$ cat src/design/fir64_pkg.sv
// Shared constants and coefficient function for the 64-tap FIR filter.
`timescale 1ns / 1ps
package fir64_pkg;

    localparam int DesignTaps = 64;
    localparam longint DecScale = 64'sd100000000;
    localparam int SampleW = 16;
    localparam int DigitW = 4;

    // first half of the symmetric design, in units of 1e-8
    localparam int HalfDesign [DesignTaps/2] = '{
        -30995, -79491, -89012, -43010, 51534,
        151232, 184793, 93461, -113637, -331563,
        -398011, -196547, 232788, 661611, 774692,
        373992, -434217, -1213514, -1401970, -670273,
        773860, 2160706, 2507625, 1212370, -1427440,
        -4109939, -4995590, -2588554, 3390254, 11618024,
        19541860, 24394961
    };

    // fixed-point coefficient of tap k, rounded to nearest, ties away from zero
    function automatic longint coef_at(input int k, input int frac_bits);
        int     idx;
        longint v;
        longint mag;
        longint q;
        if (k < 0 || k >= DesignTaps) begin
            return 64'sd0;
        end
        idx = (k < DesignTaps / 2) ? k : (DesignTaps - 1 - k);
        v   = longint'(HalfDesign[idx]);
        mag = (v < 0) ? -v : v;
        mag = mag * (64'sd1 <<< frac_bits);
        q   = (mag + DecScale / 2) / DecScale;
        return (v < 0) ? -q : q;
    endfunction

endpackage

$ cat src/design/fir_filter_64_tap_top.sv
// Digit-serial 64-tap FIR low-pass filter: sample window, shared MAC, output register.
//
// Input channel: i_valid / o_ready carry one signed 16-bit sample word
// (i_left_sample). Output channel: o_valid / i_ready carry one signed 16-bit
// filtered word (o_filtered_sample) for every input word.
// A word is taken only while the MAC is idle. The sample window (TAPS words)
// shifts the new word in, then rotates one word per tap while the coefficient
// of that tap is applied one 4-bit digit per cycle (a 16 x 5 bit product).
// The MAC work for one word therefore steps through every 4-bit digit of
// every tap's coefficient on the single digit multiplier.
// With a free output register the next word is taken only after the MAC
// work, the hold state and the return to the idle state.
// The result sits in an output register, so the next input word is taken
// while a result still waits; if the receiver stalls past the end of the
// next computation, the MAC holds its finished sum until the register frees.
// The hold state loads the output register and raises o_valid.
// Reset (i_rst_n low, synchronous) clears the window to zero, which makes
// samples before the first input count as zero, and drops any pending result.
// The sum is truncated toward zero and saturated to the 16-bit range.
`timescale 1ns / 1ps
module fir_filter_64_tap_top
    import fir64_pkg::*;
#(
    parameter int TAPS = 64,
    parameter int COEF_FRAC_BITS = 15
) (
    input  logic                      i_clk,
    input  logic                      i_rst_n,
    input  logic                      i_valid,
    output logic                      o_ready,
    input  logic signed [SampleW-1:0] i_left_sample,
    output logic                      o_valid,
    input  logic                      i_ready,
    output logic signed [SampleW-1:0] o_filtered_sample
);

    localparam int CoefW  = COEF_FRAC_BITS + 1;
    localparam int NDig   = (CoefW + DigitW - 1) / DigitW;
    localparam int PadW   = NDig * DigitW;
    localparam int DigCW  = (NDig > 1) ? $clog2(NDig) : 1;
    localparam int TapCW  = $clog2(TAPS);
    localparam int ProdW  = SampleW + DigitW + 1;
    localparam int AccW   = SampleW + CoefW + 9;

    localparam logic [DigCW-1:0] LastDig = DigCW'(NDig - 1);
    localparam logic [TapCW-1:0] LastTap = TapCW'(TAPS - 1);
    localparam logic signed [AccW-1:0] SatHi = AccW'(32767);
    localparam logic signed [AccW-1:0] SatLo = -AccW'(32768);

    typedef enum logic [1:0] {
        S_IDLE,
        S_CALC,
        S_HOLD
    } t_state;

    t_state                     r_state;
    logic signed [SampleW-1:0]  r_win [TAPS];
    logic [TapCW-1:0]           r_tap;
    logic [DigCW-1:0]           r_dig;
    logic signed [AccW-1:0]     r_acc;
    logic                       r_out_valid;
    logic signed [SampleW-1:0]  r_out;

    logic                       in_acc;
    logic                       out_free;
    logic signed [PadW-1:0]     coef_tab [TAPS];
    logic signed [PadW-1:0]     coef_pad;
    logic [DigitW-1:0]          dig;
    logic signed [DigitW:0]     dig_s;
    logic signed [ProdW-1:0]    prod;
    logic signed [AccW-1:0]     n_acc;
    logic signed [AccW-1:0]     q;
    logic signed [AccW-1:0]     qt;
    logic signed [SampleW-1:0]  y;

    // coefficients are fixed at elaboration
    for (genvar g = 0; g < TAPS; g++) begin : g_coef
        localparam logic signed [PadW-1:0] Coef = PadW'(coef_at(g, COEF_FRAC_BITS));
        assign coef_tab[g] = Coef;
    end

    assign o_ready           = (r_state == S_IDLE);
    assign in_acc            = i_valid && o_ready;
    assign o_valid           = r_out_valid;
    assign o_filtered_sample = r_out;
    assign out_free          = !r_out_valid || i_ready;

    always_comb begin
        coef_pad = coef_tab[r_tap];
        dig      = coef_pad[int'(r_dig) * DigitW +: DigitW];
        // top digit carries the sign
        dig_s    = {(r_dig == LastDig) & dig[DigitW-1], dig};
        prod     = r_win[0] * dig_s;
        n_acc    = r_acc + (AccW'(prod) <<< (int'(r_dig) * DigitW));
        // truncate toward zero
        q        = r_acc >>> COEF_FRAC_BITS;
        qt       = q;
        if (r_acc[AccW-1] && (r_acc[COEF_FRAC_BITS-1:0] != '0)) begin
            qt = q + AccW'(1);
        end
        if (qt > SatHi) begin
            y = SampleW'(SatHi);
        end else if (qt < SatLo) begin
            y = SampleW'(SatLo);
        end else begin
            y = qt[SampleW-1:0];
        end
    end

    always_ff @(posedge i_clk) begin
        if (!i_rst_n) begin
            r_state     <= S_IDLE;
            r_tap       <= '0;
            r_dig       <= '0;
            r_out_valid <= 1'b0;
            for (int i = 0; i < TAPS; i++) begin
                r_win[i] <= '0;
            end
        end else begin
            // the hold state reloads the register itself
            if (r_out_valid && i_ready && (r_state != S_HOLD)) begin
                r_out_valid <= 1'b0;
            end
            unique case (r_state)
                S_IDLE: begin
                    if (in_acc) begin
                        // shift the new word in, drop the oldest
                        for (int i = TAPS - 1; i > 0; i--) begin
                            r_win[i] <= r_win[i-1];
                        end
                        r_win[0] <= i_left_sample;
                        r_acc    <= '0;
                        r_tap    <= '0;
                        r_dig    <= '0;
                        r_state  <= S_CALC;
                    end
                end
                S_CALC: begin
                    r_acc <= n_acc;
                    if (r_dig == LastDig) begin
                        r_dig <= '0;
                        // advance to the next tap
                        for (int i = 0; i < TAPS - 1; i++) begin
                            r_win[i] <= r_win[i+1];
                        end
                        r_win[TAPS-1] <= r_win[0];
                        if (r_tap == LastTap) begin
                            r_tap   <= '0;
                            r_state <= S_HOLD;
                        end else begin
                            r_tap <= r_tap + TapCW'(1);
                        end
                    end else begin
                        r_dig <= r_dig + DigCW'(1);
                    end
                end
                S_HOLD: begin
                    if (out_free) begin
                        r_out       <= y;
                        r_out_valid <= 1'b1;
                        r_state     <= S_IDLE;
                    end
                end
                default: r_state <= S_IDLE;
            endcase
        end
    end

    // no second word while a computation runs
    a_busy_after_accept: assert property (@(posedge i_clk) disable iff (!i_rst_n)
        in_acc |=> !o_ready)
        else $error("input taken while MAC busy");

    // a result appears only out of the hold state
    a_out_from_hold: assert property (@(posedge i_clk) disable iff (!i_rst_n)
        $rose(r_out_valid) |-> $past(r_state == S_HOLD))
        else $error("result loaded outside hold");

    // counters rest at zero when idle
    a_idle_counters: assert property (@(posedge i_clk) disable iff (!i_rst_n)
        (r_state == S_IDLE) |-> (r_tap == '0 && r_dig == '0))
        else $error("counters not cleared at idle");

    // a pending result is never overwritten
    a_no_overwrite: assert property (@(posedge i_clk) disable iff (!i_rst_n)
        (r_out_valid && !i_ready) |=> r_out_valid && $stable(r_out))
        else $error("pending result lost");

endmodule

$ cat config.mk
export PLATFORM = sky130hd
export DESIGN_NAME = fir_filter_64_tap_top
export DESIGN_NICKNAME = d
export VERILOG_FILES = /design/src/design/fir64_pkg.sv /design/src/design/fir_filter_64_tap_top.sv
export SDC_FILE = /design/constraint.sdc
export NUM_CORES = 2
export LEC_CHECK = 0
export BUFFER_PORTS_ARGS = -buffer_cell sky130_fd_sc_hd__buf_4
export CAP_MARGIN = 10
export CORE_MARGIN = 2
export CORE_UTILIZATION = 41
export CTS_CLUSTER_DIAMETER = 200
export DETAILED_ROUTE_END_ITERATION = 10
export PLACE_DENSITY_LB_ADDON = 0.3
export REMOVE_ABC_BUFFERS = 1
export SETUP_SLACK_MARGIN = 0.15
export SYNTH_ARGS = -nofsm -noshare
export SYNTH_HDL_FRONTEND = slang
export SYNTH_SLANG_ARGS = --single-unit
$ cat constraint.sdc
create_clock -name i_clk -period 18.7 [get_ports i_clk]
set_input_delay 0.935 -clock i_clk [delete_from_list [all_inputs] [get_ports i_clk]]
set_output_delay 0.935 -clock i_clk [all_outputs]
set_load 0.1 [all_outputs]
After elaboration in Yosys (flattened, before gate mapping)
Memory sizes are Yosys's and may differ from the RTL's.
Index checks and enable logic that the tools add are counted.
{"block": "classes", "n_addsub": 4, "multipliers": 1, "magnitude_cmp": 3, "eq_ne": 9, "shifts": 2, "mux": 158, "n_bitwise": 130, "reduce_logical": 14}
{"cell": "$mux W16", "count": 131}
{"cell": "$or A1 B1 Y1", "count": 128}
{"cell": "$mux W41", "count": 2}
{"cell": "$pmux W41 S2", "count": 1}
{"cell": "$add A41 B41 Y41", "count": 1}
{"cell": "$gt A41 B16 Y1 const B", "count": 1}
{"cell": "$lt A41 B16 Y1 const B", "count": 1}
{"cell": "$sshl A21 B4 Y41", "count": 1}
{"cell": "$add A26 B2 Y27 const B", "count": 1}
{"cell": "$mul A16 B5 Y21", "count": 1}
{"cell": "$mux W6", "count": 3}
{"cell": "$shiftx A16 B5 Y4", "count": 1}
{"cell": "$reduce_bool A15 Y1", "count": 1}
{"cell": "$mux W1", "count": 12}
{"cell": "$mux W2", "count": 6}
{"cell": "$pmux W6 S2", "count": 1}
{"cell": "$reduce_and A3 Y1", "count": 3}
{"cell": "$ne A2 B2 Y1 const B", "count": 4}
{"cell": "$ge A7 B7 Y1 const B", "count": 1}
{"cell": "$not A6 Y7", "count": 1}
{"cell": "$add A6 B1 Y6 const B", "count": 1}
{"cell": "$eq A6 B6 Y1 const B", "count": 1}
{"cell": "$pmux W2 S3", "count": 1}
{"cell": "$eq A2 B2 Y1 const B", "count": 2}
{"cell": "other kinds (12)", "count": 15}
{"block": "word_totals", "reg_bits": 68, "ramBits": 1024, "mem_bits_ro": 1024, "input_bits": 20, "out_inout_bits": 18, "memories": 2}
{"memory": "(name not given)", "depth": 64, "width": 16, "read_ports": 1, "rd_ports_with_merged_regs": 0, "wr": 0, "line": "fir_filter_64_tap_top.sv:89", "rtl": "coef_pad = coef_tab[r_tap];"}
{"memory": "r_win", "depth": 64, "width": 16, "read_ports": 64, "rd_ports_with_merged_regs": 0, "wr": 64, "line": "fir_filter_64_tap_top.sv:57", "rtl": "logic signed [SampleW-1:0] r_win [TAPS];"}

Depth between registers and ports, before layout
{"block": "logic_depth", "word_depth": 10, "mapped_depth": 39, "depth_no_buf": 37}

Worst setup path before layout
OpenSTA, ideal clock, no wires.
{"block": "synth_timing", "path_type": "register to register", "start": "register r_state[1]", "end": "memory r_win[0][0], enable pin", "arrival_ps": 13501, "slack_ps": 4280, "stages_incl_launch_ff": 8, "n_path_buf": 3, "synth_period_minus_slack_ps": 14420, "cell_sequence": "dfxtp_1 clkbuf_1 nor2_1 nand2_1 and2_1 clkbuf_1 clkbuf_1 nand2_1"}
{"element": "start, declared", "line": "fir_filter_64_tap_top.sv:56", "rtl": "t_state r_state;"}
{"element": "start signal, assigned", "line": "fir_filter_64_tap_top.sv:112", "rtl": "r_state <= S_IDLE;"}
{"element": "start signal, assigned", "line": "fir_filter_64_tap_top.sv:135", "rtl": "r_state <= S_CALC;"}
{"element": "start signal, assigned", "line": "fir_filter_64_tap_top.sv:149", "rtl": "r_state <= S_HOLD;"}
{"element": "end, declared", "line": "fir_filter_64_tap_top.sv:57"}

Final worst setup path
{"block": "layout_timing", "start": "register r_tap[1]", "end": "register r_acc[40], data pin"}
{"block": "layout_via", "elab_chain_cells": 10}
{"element": "start, declared", "line": "fir_filter_64_tap_top.sv:58", "rtl": "logic [TapCW-1:0] r_tap;"}
{"element": "start signal, assigned", "line": "fir_filter_64_tap_top.sv:151", "rtl": "r_tap <= r_tap + TapCW'(1);"}
{"element": "$not A6 Y7 (implied by the code) (*)", "line": "fir_filter_64_tap_top.sv:89"}
{"element": "$mem_v2 Z64 W16 (*)"}
{"element": "$mux W16 (implied by the code) (*) (2 in series)", "line": "fir_filter_64_tap_top.sv:89"}
{"element": "$shiftx A16 B5 Y4 (*)", "line": "fir_filter_64_tap_top.sv:90", "rtl": "dig = coef_pad[int'(r_dig) * DigitW +: DigitW];"}
{"element": "$and A1 B1 Y1", "line": "fir_filter_64_tap_top.sv:92", "rtl": "dig_s = {(r_dig == LastDig) & dig[DigitW-1], dig};"}
{"element": "$mul A16 B5 Y21 (*)", "line": "fir_filter_64_tap_top.sv:93", "rtl": "prod = r_win[0] * dig_s;"}
{"element": "$sshl A21 B4 Y41 (*)", "line": "fir_filter_64_tap_top.sv:94", "rtl": "n_acc = r_acc + (AccW'(prod) <<< (int'(r_dig) * DigitW));"}
{"element": "$add A41 B41 Y41 (*)", "line": "fir_filter_64_tap_top.sv:94"}
{"element": "$pmux W41 S2 (*)", "line": "fir_filter_64_tap_top.sv:124", "rtl": "unique case (r_state)"}
{"element": "end signal, assigned", "line": "fir_filter_64_tap_top.sv:139", "rtl": "r_acc <= n_acc;"}
{"element": "end, declared", "line": "fir_filter_64_tap_top.sv:60", "rtl": "logic signed [AccW-1:0] r_acc;"}
Mark *: on every way between the ends. The rest lies on a longest branch, timed or not. The select of a mux whose other input is x is not followed.
A chain may end at the register's enable or synchronous reset.

==> flow_summary.ini <==
[finish]
drive_above_1_share_pct = 6.28
num-fill-cells = 11600
area_growth_syn_to_layout_pct = 9.45
fin_nets = 4630
antennaDiodeCount = 0

[place]
hpwlAfterDp_mm = 62.0
routabilityCongestion = 0.824
port_buffers = 37

[synthesis]
synthDominantCellAreaShare_pct = 61.5
synth-compound-area-share_pct = 17.1
ys_warn_count = 0
synth.largest_area_cell = edfxtp_1
synth_cell_types = 80
synthSimpleGateAreaFrac_pct = 11.6
yosysSeqAreaShare_pct = 61.9
dominantRegCellSynth = edfxtp_1
syn_inst = 4600
synth_edf_count = 1081
synth.mux.area_fraction_pct = 0.775
syn-cell-area_sq_um = 52800
synth_top_family_by_area = compound AO/OA/AOI/OAI gates
ys_async_sr_fraction_pct = 0
synth-seq-cells = 1092
synth_xor_area_share_pct = 1.19
avgSynthCellArea_sq_um = 11.5
synth_area_leaders = edfxtp_1, nor2_1, a22o_1
synthAdderAreaFrac_pct = 4.18

[power_and_ir_drop]
ir_drop_uv = 79.4
finalPower_mw = 6.40
p_per_area_nw_per_um2 = 111
p_leak_nw = 23.4

[global_routing]
grt_pass1_wl_mm = 177
grt_start_max_net_pins = 215
grt.overflow.total = 0
grtUsageTotal_pct = 16.0
grt_pass1_vias = 33400
antenna_found_initial = 1

[drt]
finalWirelength_mm = 107
vias_per_cell = 5.57
drt_iter0_drc = 3416
post_drt_wl_per_cell_microns = 17.3
drc = 0
drt_pass1_iterations = 5
ant_nets = 0
vias = 34700

[worst_setup_path]
cpMostUsedCell = a21oi_1
worst_path_max_delay_cell = dfxtp_1
worstPathMaxFanout = 18
crit_path_end_kind = flop
crit_type = reg -> reg
cp_slowest_stage_delay_ns = 0.74
crit_required_ns = 19.14
crit_arrival_ns = 10.62
critPathLaunchType = flop

[sta]
slew_violations = 0
setup_tns_ns = 0
min_period_ns = 10.18
tightest_slew_ns = 1.12
fin_skew_ns = 0.0290
hold_viol = 0
fmax_ghz = 0.0983
maxSlewHeadroom_pct = 25.0
rsz0062_at_grt = false
fin_crit_sh_pct = 54.4
finalSetupViolCount = 0

[floorplanning]
fp-row-count = 131
initial_core_util_pct = 41.3
core_area_sq_um = 128000
die-area_sq_um = 132000
ioPinCount = 38
dieHeight_microns = 363
dieWidth_microns = 363

[clock_tree]
clockBufferDepth = 3
post_cts_buffers = 0
cts-resized-gates = 0
holdBufCountCts = 0
clock_latency_ns = 0.71
cts_tree = yes
clk_pin_slew_ns = 0.06
cts_sinks = 1092
root_buffer = clkbuf_16
cts_buffers = 113
cts_max_level = 3

[status]
outcome = finished clean

[worst_hold_path]
min_path_type = reg -> reg

[job]
cap_viol_max_count = 0
-- report_power, final --
| part | leakage (nW) | internal, mW | switching [mW] |
|---|---|---|---|
| combinational | 10.1 | 0.445 | 0.657 |
| sequential | 11.7 | 2.97 | 0.156 |
| clock | 1.69 | 1.20 | 0.961 |
-- registers in the layout (all words and copies together), names as in the netlist --
name,flops
o_valid,1
r_win,1024
r_state,2
r_tap,6
r_acc,41
o_filtered_sample,16
r_dig,2
-- final timing paths --
path	start	endpoint	slack [ns]	depth (start not counted)
worst max-delay path	r_tap[1]	r_acc[40]	8.52	37
worst min-delay path	r_win[1][511]	r_win[1][495]	0.54	1
worst max register to register	r_tap[1]	r_acc[40]	8.52	37
worst min register to register	r_win[1][511]	r_win[1][495]	0.54	1
-- synth_stat cells (all sizes together) (7+ instances only) --
master and instances:
and2 56, or3 8, clkbuf 295, buf 40, a31oi 12, a21o 32
fa 52, nand4 17, o21ai 75, nand3 29, dfxtp 11, o211ai 7
o21a 15, nor2b 27, a22o 496, a21boi 7, ha 93, edfxtp 1081
inv 115, a211oi 8, xor2 28, nand2 89, mux2i 18, nor2 1172
and3 14, o21bai 9, a21oi 611, xnor2 44, nor4 10, nor3 26
nand2b 18, mux4 8
-- routing by layer --
layer  track usage [%]  up-vias  routed length (microns)
met5                 0        -                        0
met4              3.90        0                     1730
met3              2.39      121                     4790
met2              24.1      654                    48500
met1              24.1    17300                    52400
li1                  -    16600                        -
-- final cells by class --
class | instances | area (sq um) | share of cell area [%]
Sequential cell | 1092 | 32700 | 56.6
Multi-Input combinational cell | 3058 | 18400 | 31.9
Clock buffer | 146 | 3020 | 5.22
Tap cell | 1662 | 2080 | 3.60
Timing Repair Buffer | 85 | 676 | 1.17
Clock inverter | 60 | 469 | 0.812
Inverter | 115 | 432 | 0.747
-- placed cells by master (no fill, tap or decap), types with 11 or more instances in the layout --
cell type,synthesis,routed
edfxtp_1,1081,1081
nand2_1,88,85
xnor2_1,44,44
and2_1,56,55
mux2i_1,18,18
nand3_1,27,27
inv_1,112,112
dfxtp_1,11,11
nor2_1,1171,1171
o21ai_0,55,55
o21a_1,15,15
nor3_1,26,26
xor2_1,28,28
a21oi_1,611,611
a22o_1,496,496
clkbuf_1,295,30
buf_4,2,82
clkinv_2,0,20
clkbuf_16,0,116
a31oi_1,12,12
fa_1,52,52
nand2b_1,18,18
nor2b_1,27,27
a21o_1,32,32
ha_1,93,93
clkinv_1,0,23
nand4_1,16,16
-- stage by stage --
stage          util, %  cells  worst slack (ns)  instance area, sq um  hold slack, ns
3_5_place_dp      42.5   6012              8.64                 54300           0.524
4_1_cts           45.3   6218              8.59                 57800           0.492
2_1_floorplan        -   4265            -14.28                 51500           0.512
5_1_grt           45.3   6218              7.68                 57800           0.538
6_report          45.3   6218              8.52                 57800           0.538
3_3_place_gp      42.5   6012              8.82                 54300           0.516
-- cell families (layout without fill, tap and decap cells) --
logic type / Yosys count / count (layout)
buffers and inverters: 450 / 406
AOI/OAI and AO/OA: 1330 / 1330
DFF: 1092 / 1092
and+or+nand+nor: 1481 / 1481
xor gates and xnor gates: 72 / 72
muxes: 30 / 30
adders and majority gates: 145 / 145
-- worst max-delay path: cells and delay by family, from the launching register on --
family	cells	cell delay [ns]
adders and majority gates	6	2.72
buffers and inverters	4	0.71
and+or+nand+nor	6	1.56
muxes	3	0.51
DFF	1	0.74
AOI/OAI and AO/OA	18	3.65
Power figures use the tool's default switching activity.
